<file path="src/sv/mgss_pkg.sv">
// Shared constants and types for the modular geometric series sum core.
package mgss_pkg;

   localparam int unsigned VAL_BITS = 30;

   localparam logic [VAL_BITS-1:0] PRIME_MOD  = 30'd1000000007;
   localparam logic [VAL_BITS-1:0] FERMAT_EXP = PRIME_MOD - 30'd2;

   // Barrett constant floor(2^60 / P), used with a 29 bit and a 31 bit shift.
   localparam logic [30:0] BARRETT_MU = 31'((64'd1 << 60) / 64'd1000000007);

   localparam logic [31:0] PRIME_X1 = 32'd1000000007;
   localparam logic [31:0] PRIME_X2 = 32'd2000000014;
   localparam logic [31:0] PRIME_X3 = 32'd3000000021;
   localparam logic [31:0] PRIME_X4 = 32'd4000000028;

   typedef enum logic [1:0] {
      OP_ACC,
      OP_SQ,
      OP_NUM,
      OP_FIN
   } op_type;

   typedef enum logic [2:0] {
      ST_IDLE,
      ST_PREP,
      ST_STEP,
      ST_SQUARE,
      ST_WAIT,
      ST_DONE
   } state_type;

   typedef enum logic {
      PH_POW,
      PH_INV
   } phase_type;

   typedef struct packed {
      logic   start;
      op_type tag;
   } mul_req_type;

   typedef struct packed {
      logic   done;
      logic   pending;
      op_type tag;
   } mul_rsp_type;

endpackage

</file>
<file path="src/sv/modular_geometric_series_sum_core.sv">
// Top level: geometric series sum x + x^2 + ... + x^n modulo 1000000007.
//
// A request beat carries a base and a term count; exactly one response beat
// carries the sum modulo the prime. req_stall is high from the accepting edge
// until the result has been moved into the response register, so one request
// is in work at a time. The response register lets a new request be taken
// while an earlier result still waits on a stalled receiver; a finished
// result that finds that register still full waits inside the block.
// Base zero, count zero, base one and a single term are settled in ST_PREP.
// Otherwise every modular multiply goes through one shared 5 stage Barrett
// multiplier, where the power's multiply and the squaring of an exponent bit
// overlap in the pipeline. The exponent loop runs over the bits of the count
// and then over the 30 bits of the Fermat exponent.
// The 30 bit loop is the Fermat inverse of base - 1.
// Synchronous reset empties the multiplier, returns the sequencer to idle
// and drops any pending response. A stalled response holds its value.
module modular_geometric_series_sum_core
   import mgss_pkg::*;
#(
   parameter int COUNT_BITS = 32
) (
   input  logic                clock,
   input  logic                reset,
   input  logic                req_valid,
   output logic                req_stall,
   input  logic [29:0]         req_base,
   input  logic [31:0]         req_term_count,
   output logic                rsp_valid,
   input  logic                rsp_stall,
   output logic [29:0]         rsp_series_sum
);

   localparam int NB = (COUNT_BITS < 32) ? COUNT_BITS : 32;
   localparam int EW = (NB > VAL_BITS) ? NB : VAL_BITS;

   state_type           state_ff, state_in;
   phase_type           phase_ff, phase_in;
   logic [VAL_BITS-1:0] x_ff, x_in;
   logic [NB-1:0]       n_ff, n_in;
   logic [VAL_BITS-1:0] acc_ff, acc_in;
   logic [VAL_BITS-1:0] sq_ff, sq_in;
   logic [VAL_BITS-1:0] num_ff, num_in;
   logic [VAL_BITS-1:0] sum_ff, sum_in;
   logic [EW-1:0]       e_ff, e_in;
   logic                rsp_valid_ff, rsp_valid_in;
   logic [VAL_BITS-1:0] rsp_series_sum_ff;
   logic                rsp_load;

   mul_req_type         issue;
   mul_rsp_type         status;
   logic [VAL_BITS-1:0] op_a, op_b, mul_result;
   logic [VAL_BITS-1:0] base_red;
   logic [31:0]         n_wide;
   logic [31:0]         n_mod;

   mgss_mulmod u_mulmod (
      .clock  (clock),
      .reset  (reset),
      .issue  (issue),
      .op_a   (op_a),
      .op_b   (op_b),
      .status (status),
      .result (mul_result)
   );

   assign base_red = (req_base >= PRIME_MOD) ? (req_base - PRIME_MOD) : req_base;

   // The count is below 2^32, so at most four subtractions of P reduce it.
   assign n_wide = 32'(n_ff);
   always_comb begin
      if (n_wide >= PRIME_X4) begin
         n_mod = n_wide - PRIME_X4;
      end else if (n_wide >= PRIME_X3) begin
         n_mod = n_wide - PRIME_X3;
      end else if (n_wide >= PRIME_X2) begin
         n_mod = n_wide - PRIME_X2;
      end else if (n_wide >= PRIME_X1) begin
         n_mod = n_wide - PRIME_X1;
      end else begin
         n_mod = n_wide;
      end
   end

   always_comb begin
      state_in    = state_ff;
      phase_in    = phase_ff;
      x_in        = x_ff;
      n_in        = n_ff;
      acc_in      = acc_ff;
      sq_in       = sq_ff;
      num_in      = num_ff;
      sum_in      = sum_ff;
      e_in        = e_ff;
      issue.start = 1'b0;
      issue.tag   = OP_ACC;
      op_a        = acc_ff;
      op_b        = sq_ff;
      rsp_load    = 1'b0;
      req_stall   = 1'b1;

      case (state_ff)
         ST_IDLE: begin
            req_stall = 1'b0;
            if (req_valid) begin
               x_in     = base_red;
               n_in     = req_term_count[NB-1:0];
               state_in = ST_PREP;
            end
         end

         ST_PREP: begin
            if (x_ff == '0 || n_ff == '0) begin
               sum_in   = '0;
               state_in = ST_DONE;
            end else if (n_ff == NB'(1)) begin
               sum_in   = x_ff;
               state_in = ST_DONE;
            end else if (x_ff == VAL_BITS'(1)) begin
               sum_in   = n_mod[VAL_BITS-1:0];
               state_in = ST_DONE;
            end else begin
               acc_in   = VAL_BITS'(1);
               sq_in    = x_ff;
               e_in     = EW'(n_ff);
               phase_in = PH_POW;
               state_in = ST_STEP;
            end
         end

         ST_STEP: begin
            if (e_ff != '0) begin
               if (e_ff[0]) begin
                  issue.start = 1'b1;
                  issue.tag   = OP_ACC;
               end
               state_in = ST_SQUARE;
            end else begin
               issue.start = 1'b1;
               if (phase_ff == PH_POW) begin
                  // x^n is never zero here, so x^n - 1 needs no wrap.
                  issue.tag = OP_NUM;
                  op_a      = x_ff;
                  op_b      = acc_ff - VAL_BITS'(1);
               end else begin
                  issue.tag = OP_FIN;
                  op_a      = num_ff;
                  op_b      = acc_ff;
               end
               state_in = ST_WAIT;
            end
         end

         ST_SQUARE: begin
            e_in = e_ff >> 1;
            if (e_ff[EW-1:1] != '0) begin
               issue.start = 1'b1;
               issue.tag   = OP_SQ;
               op_a        = sq_ff;
               op_b        = sq_ff;
            end
            state_in = ST_WAIT;
         end

         ST_WAIT: begin
            if (status.done) begin
               case (status.tag)
                  OP_ACC: acc_in = mul_result;
                  OP_SQ:  sq_in  = mul_result;
                  OP_NUM: begin
                     num_in   = mul_result;
                     phase_in = PH_INV;
                     acc_in   = VAL_BITS'(1);
                     sq_in    = x_ff - VAL_BITS'(1);
                     e_in     = EW'(FERMAT_EXP);
                  end
                  OP_FIN: sum_in = mul_result;
                  default: sum_in = sum_ff;
               endcase
            end
            if (status.done && status.tag == OP_FIN) begin
               state_in = ST_DONE;
            end else if (!status.pending) begin
               state_in = ST_STEP;
            end
         end

         ST_DONE: begin
            if (!rsp_valid_ff || !rsp_stall) begin
               rsp_load = 1'b1;
               state_in = ST_IDLE;
            end
         end

         default: state_in = ST_IDLE;
      endcase
   end

   assign rsp_valid_in = rsp_load | (rsp_valid_ff & rsp_stall);

   always_ff @(posedge clock) begin
      if (reset) begin
         state_ff     <= ST_IDLE;
         phase_ff     <= PH_POW;
         rsp_valid_ff <= 1'b0;
      end else begin
         state_ff     <= state_in;
         phase_ff     <= phase_in;
         rsp_valid_ff <= rsp_valid_in;
      end
   end

   always_ff @(posedge clock) begin
      x_ff   <= x_in;
      n_ff   <= n_in;
      acc_ff <= acc_in;
      sq_ff  <= sq_in;
      num_ff <= num_in;
      sum_ff <= sum_in;
      e_ff   <= e_in;
      if (rsp_load) begin
         rsp_series_sum_ff <= sum_ff;
      end
   end

   assign rsp_valid      = rsp_valid_ff;
   assign rsp_series_sum = rsp_series_sum_ff;

endmodule

</file>
<file path="src/sv/mgss_mulmod.sv">
// Five stage pipelined modular multiplier (Barrett reduction mod P).
module mgss_mulmod
   import mgss_pkg::*;
(
   input  logic                clock,
   input  logic                reset,
   input  mul_req_type         issue,
   input  logic [VAL_BITS-1:0] op_a,
   input  logic [VAL_BITS-1:0] op_b,
   output mul_rsp_type         status,
   output logic [VAL_BITS-1:0] result
);

   logic [4:0]          valid_ff, valid_in;
   op_type              tag0_ff, tag1_ff, tag2_ff, tag3_ff, tag4_ff;
   logic [59:0]         prod_full, prod_ff;
   logic [61:0]         est_full;
   logic [30:0]         quot_ff;
   logic [60:0]         qp_full;
   logic [31:0]         lo1_ff, lo2_ff, qp_ff, rem_ff;
   logic [31:0]         fixed;
   logic [VAL_BITS-1:0] result_ff;

   assign prod_full = {30'd0, op_a} * {30'd0, op_b};
   assign est_full  = {31'd0, prod_ff[59:29]} * {31'd0, BARRETT_MU};
   assign qp_full   = {30'd0, quot_ff} * {31'd0, PRIME_MOD};

   // The quotient estimate is short by at most two, so the remainder stays below 3P.
   always_comb begin
      if (rem_ff >= PRIME_X2) begin
         fixed = rem_ff - PRIME_X2;
      end else if (rem_ff >= PRIME_X1) begin
         fixed = rem_ff - PRIME_X1;
      end else begin
         fixed = rem_ff;
      end
   end

   assign valid_in = {valid_ff[3:0], issue.start};

   always_ff @(posedge clock) begin
      if (reset) begin
         valid_ff <= '0;
      end else begin
         valid_ff <= valid_in;
      end
   end

   always_ff @(posedge clock) begin
      tag0_ff   <= issue.tag;
      tag1_ff   <= tag0_ff;
      tag2_ff   <= tag1_ff;
      tag3_ff   <= tag2_ff;
      tag4_ff   <= tag3_ff;
      prod_ff   <= prod_full;
      quot_ff   <= est_full[61:31];
      lo1_ff    <= prod_ff[31:0];
      qp_ff     <= qp_full[31:0];
      lo2_ff    <= lo1_ff;
      rem_ff    <= lo2_ff - qp_ff;
      result_ff <= fixed[VAL_BITS-1:0];
   end

   assign status.done    = valid_ff[4];
   assign status.pending = |valid_ff[3:0];
   assign status.tag     = tag4_ff;
   assign result         = result_ff;

endmodule

</file>
<file path="config.mk">
export PLATFORM = sky130hd
export DESIGN_NAME = modular_geometric_series_sum_core
export DESIGN_NICKNAME = d
export VERILOG_FILES = /design/src/sv/mgss_pkg.sv /design/src/sv/modular_geometric_series_sum_core.sv /design/src/sv/mgss_mulmod.sv
export SDC_FILE = /design/constraint.sdc
export NUM_CORES = 2
export LEC_CHECK = 0
export ABC_AREA = 1
export BUFFER_PORTS_ARGS = -buffer_cell sky130_fd_sc_hd__buf_2
export CORE_MARGIN = 3
export CORE_UTILIZATION = 60
export DETAILED_ROUTE_END_ITERATION = 10
export MAX_ROUTING_LAYER = met4
export PLACE_DENSITY = 0.76
export SYNTH_ARGS = -nofsm -noshare
export SYNTH_HDL_FRONTEND = slang
export SYNTH_SLANG_ARGS = --single-unit
</file>
<file path="constraint.sdc">
create_clock -name clock -period 10.9 [get_ports clock]
set_input_delay 0 -clock clock [delete_from_list [all_inputs] [get_ports clock]]
set_output_delay 0 -clock clock [all_outputs]
set_load 0.05 [all_outputs]
</file>
==> Flow_metrics.wiki <==
{| class="wikitable"
! Metric !! Value
|-
| Crit-path max FO || 27
|-
| Largest net degree at the start of global routing || 64
|-
| Finished Cell Area || 82000 µm²
|-
| Arrival @ worst endpoint || 10480 ps
|-
| Endpoint class of the critical path || flip-flop
|-
| Async SR Flop Fraction || 0%
|-
| Std cell rows || 131
|-
| Largest buffer count on any clock path || 3
|-
| Share of the clock period used by the worst path after layout || 90.6%
|-
| Total Die Area || 133000 µm²
|-
| Number of levels in the clock H-tree || 2
|-
| Detailed Route Iter0 Violations || 6214
|-
| Achievable frequency || 101 MHz
|-
| Final Max Tran Viols || 0
|-
| Share of the synthesized area in the top cell type || 31.7%
|-
| Cell area after synthesis || 77300 µm²
|-
| Setup repair after global routing missed its margin || false
|-
| Effective utilization at floorplan || 60.6%
|-
| Run status || finished clean
|-
| Post-route clock skew || 54.8 ps
|-
| Synthesized netlist cell count || 9194
|-
| Die Height || 365 µm
|-
| Path category of the worst min-delay check || primary input to flip-flop
|-
| Mean Syn Cell Area || 8.41 µm²
|-
| Area growth from synthesis to layout || 6.04%
|-
| Setup TNS after final layout || 0 ps
|-
| Library cell with the largest summed area after synthesis || sky130_fd_sc_hd__fa_1
|-
| Kind of critical path || flip-flop to flip-flop
|-
| DRC violations left || 0
|-
| Worst reg-to-reg path cell count || 36
|-
| Max capacitance violation total || 0
|-
| Max transition margin || 13.7%
|-
| Number of top-level pins || 98
|-
| Required @ worst endpoint || 11510 ps
|-
| Fraction of final layout cells with drive strength greater than 1 || 4.88%
|-
| Width of the die || 365 µm
|-
| Clock buffers created by TritonCTS || 56
|-
| Wirelength, routed || 252000 µm
|-
| Antenna violations before repair || 8
|-
| Remaining global-route overflow || 0
|-
| Detailed Routing Iterations Pass 1 || 7
|-
| Vias in the first global route || 66000
|-
| Commonest non-fill, non-tap cell in the layout || sky130_fd_sc_hd__inv_1
|-
| EDFF count, synth || 244
|-
| Total cell area at the placement stage || 79200 µm²
|-
| Kind of start point of the critical path || flip-flop
|-
| Number of buffer cells added on primary ports || 97
|-
| Post-CTS Repair Setup Buffers || 0
|-
| YS warnings || 0
|-
| Number of failing setup endpoints in the final timing report || 0
|-
| Area inside the core boundary || 128000 µm²
|-
| Source-to-sink clock delay at the later pin of the worst-skew pair || 680 ps
|-
| Clock input transition at the sequential cells of the worst setup and hold paths || 70 ps
|-
| Number of hold violations in the final report || 0
|-
| Post-DP HPWL || 210000 µm
|-
| Number of nets with antenna violations after routing || 0
|-
| Syn nets || 11300
|-
| R2r endpoint || u_mulmod.prod_ff[35]
|-
| Average wire length per cell after detail routing || 22.9 µm
|-
| End of the critical path || u_mulmod.prod_ff[35]
|-
| Root cell of the clock tree || sky130_fd_sc_hd__clkbuf_16
|-
| Sequential cell area fraction in the yosys report || 16.4%
|-
| Number of vias in the routed layout || 63300
|-
| Worst path max stage delay || 650 ps
|-
| First-pass GRT wire length || 388000 µm
|-
| Last weighted congestion value of the routability-driven placer || 1.07
|-
| Final worst path period need || 9870 ps
|-
| FF+latch count, synth || 513
|-
| R2R Setup Slk || 1030 ps
|-
| Worst-margin pin slew || 1290 ps
|-
| Clock sink count || 513
|-
| Worst setup path start || e_ff[25]
|-
| TritonCTS clock tree || yes
|-
| Post-synth cell types || 72
|-
| Master of the slowest instance on the critical path || sky130_fd_sc_hd__inv_1
|-
| Commonest non-fill, non-tap cells in the layout || sky130_fd_sc_hd__inv_1 (2081), sky130_fd_sc_hd__nand2_1 (1630), sky130_fd_sc_hd__fa_1 (1224)
|-
| Number of nets in the finished design || 11400
|-
| Top cells by area, synth || sky130_fd_sc_hd__fa_1 (32%), sky130_fd_sc_hd__ha_1 (13%), sky130_fd_sc_hd__inv_1 (10%), sky130_fd_sc_hd__edfxtp_1 (9.5%), sky130_fd_sc_hd__nand2_1 (7.9%)
|-
| Utilization of the core after routing || 64.2%
|-
| Overall global routing resource usage || 39.8%
|-
| Beginning of the worst register-to-register path || e_ff[25]
|-
| Drt via density || 5.76
|-
| Most common flop cell mapped by yosys || sky130_fd_sc_hd__dfxtp_1
|}
[worst max-delay path: cells and delay by family (launching register included)]
family | cells | cell delay (ps)
AOI/OAI and AO/OA | 6 | 1230
xor gates and xnor gates | 1 | 140
adders and majority gates | 9 | 4500
buffers and inverters | 11 | 1740
DFF | 1 | 390
and+or+nand+nor | 9 | 1750
[per-stage QoR]
stage	hold WS, ps	setup WS, ps	std cells
detailed placement	178	1260	10800
global route	53.6	608	11000
CTS	28.6	1230	11000
floorplan	98.9	3100	9194
global placement	176	1350	10800
finish	62.8	1030	11000
[metal layers]
metal	track usage (%)	routed length (µm)
met1	49.6	97400
met2	62.0	115000
met3	8.84	25100
met4	18.7	14900
met5	-	0
[final cells by class]
type / count / area, µm²
Multi-Input combinational cell: 6306 / 55300
Fill cell: 11000 / 45700
Sequential cell: 513 / 12700
Inverter: 2146 / 8070
Tap cell: 1662 / 2080
Timing Repair Buffer: 258 / 1890
Clock buffer: 67 / 1510
Clock inverter: 38 / 417
Antenna cell: 12 / 30.0
[cell usage after synthesis, types with 6 or more instances]
master / number
sky130_fd_sc_hd__buf_6: 23
sky130_fd_sc_hd__edfxtp_1: 244
sky130_fd_sc_hd__nor2_1: 909
sky130_fd_sc_hd__o221ai_2: 6
sky130_fd_sc_hd__o21bai_1: 26
sky130_fd_sc_hd__a21o_1: 31
sky130_fd_sc_hd__a31o_2: 6
sky130_fd_sc_hd__a21oi_1: 348
sky130_fd_sc_hd__nor4_1: 31
sky130_fd_sc_hd__buf_4: 34
sky130_fd_sc_hd__o21ai_1: 25
sky130_fd_sc_hd__o21ai_2: 18
sky130_fd_sc_hd__o221ai_1: 9
sky130_fd_sc_hd__and3_1: 10
sky130_fd_sc_hd__nor3_1: 77
sky130_fd_sc_hd__nor2_2: 26
sky130_fd_sc_hd__buf_2: 119
sky130_fd_sc_hd__xnor2_1: 77
sky130_fd_sc_hd__a221oi_1: 8
sky130_fd_sc_hd__a221o_1: 14
sky130_fd_sc_hd__dfxtp_1: 269
sky130_fd_sc_hd__fa_1: 1224
sky130_fd_sc_hd__clkinv_1: 9
sky130_fd_sc_hd__nand2_1: 1631
sky130_fd_sc_hd__a21oi_2: 7
sky130_fd_sc_hd__a21boi_0: 10
sky130_fd_sc_hd__ha_1: 809
sky130_fd_sc_hd__nand3_1: 257
sky130_fd_sc_hd__nand4_1: 53
sky130_fd_sc_hd__inv_2: 51
sky130_fd_sc_hd__nand2_2: 10
sky130_fd_sc_hd__o211ai_1: 44
sky130_fd_sc_hd__a31oi_1: 39
sky130_fd_sc_hd__xor2_1: 212
sky130_fd_sc_hd__clkbuf_1: 47
sky130_fd_sc_hd__nand2_4: 8
sky130_fd_sc_hd__o21a_1: 18
sky130_fd_sc_hd__o22ai_1: 7
sky130_fd_sc_hd__o31ai_1: 6
sky130_fd_sc_hd__inv_1: 2082
sky130_fd_sc_hd__a21oi_4: 10
sky130_fd_sc_hd__o21ai_0: 281
[kinds of logic (layout without fill, tap and decap cells)]
logic type	Yosys count	after routing	share of synthesized area, %
and+or+nand+nor	3042	3042	16.0
buffers and inverters	2375	2509	12.1
adders and majority gates	2033	2033	44.8
AOI/OAI and AO/OA	938	938	7.28
DFF	513	513	16.4
xor gates and xnor gates	289	289	3.27
muxes	4	4	0.0550
other	0	12	0
[worst min path at each step]
stage	slack (ps)	cells past startpoint	to	start
CTS	30	2	n_ff[27]	req_term_count[27]
finish	60	2	n_ff[25]	req_term_count[25]
detailed placement	180	1	n_ff[7]	req_term_count[7]
floorplan	100	0	n_ff[0]	req_term_count[0]
global route	50	2	n_ff[29]	req_term_count[29]
global placement	180	1	n_ff[18]	req_term_count[18]
[registers in the layout, indices dropped and copies added, names as in the netlist, 31 cells and up]
signal            count
u_mulmod.prod_ff     60
e_ff                 32
n_ff                 32
u_mulmod.lo1_ff      32
u_mulmod.lo2_ff      32
u_mulmod.qp_ff       32
u_mulmod.rem_ff      32
u_mulmod.quot_ff     31
[what timing repair did]
item	CTS	global route
resized for setup	0	0
hold buffers	80	0
endpoints found under the hold margin	102	0
Power is not shown: default switching activity piles up to over one toggle a cycle in this logic, so the estimate is an artifact.
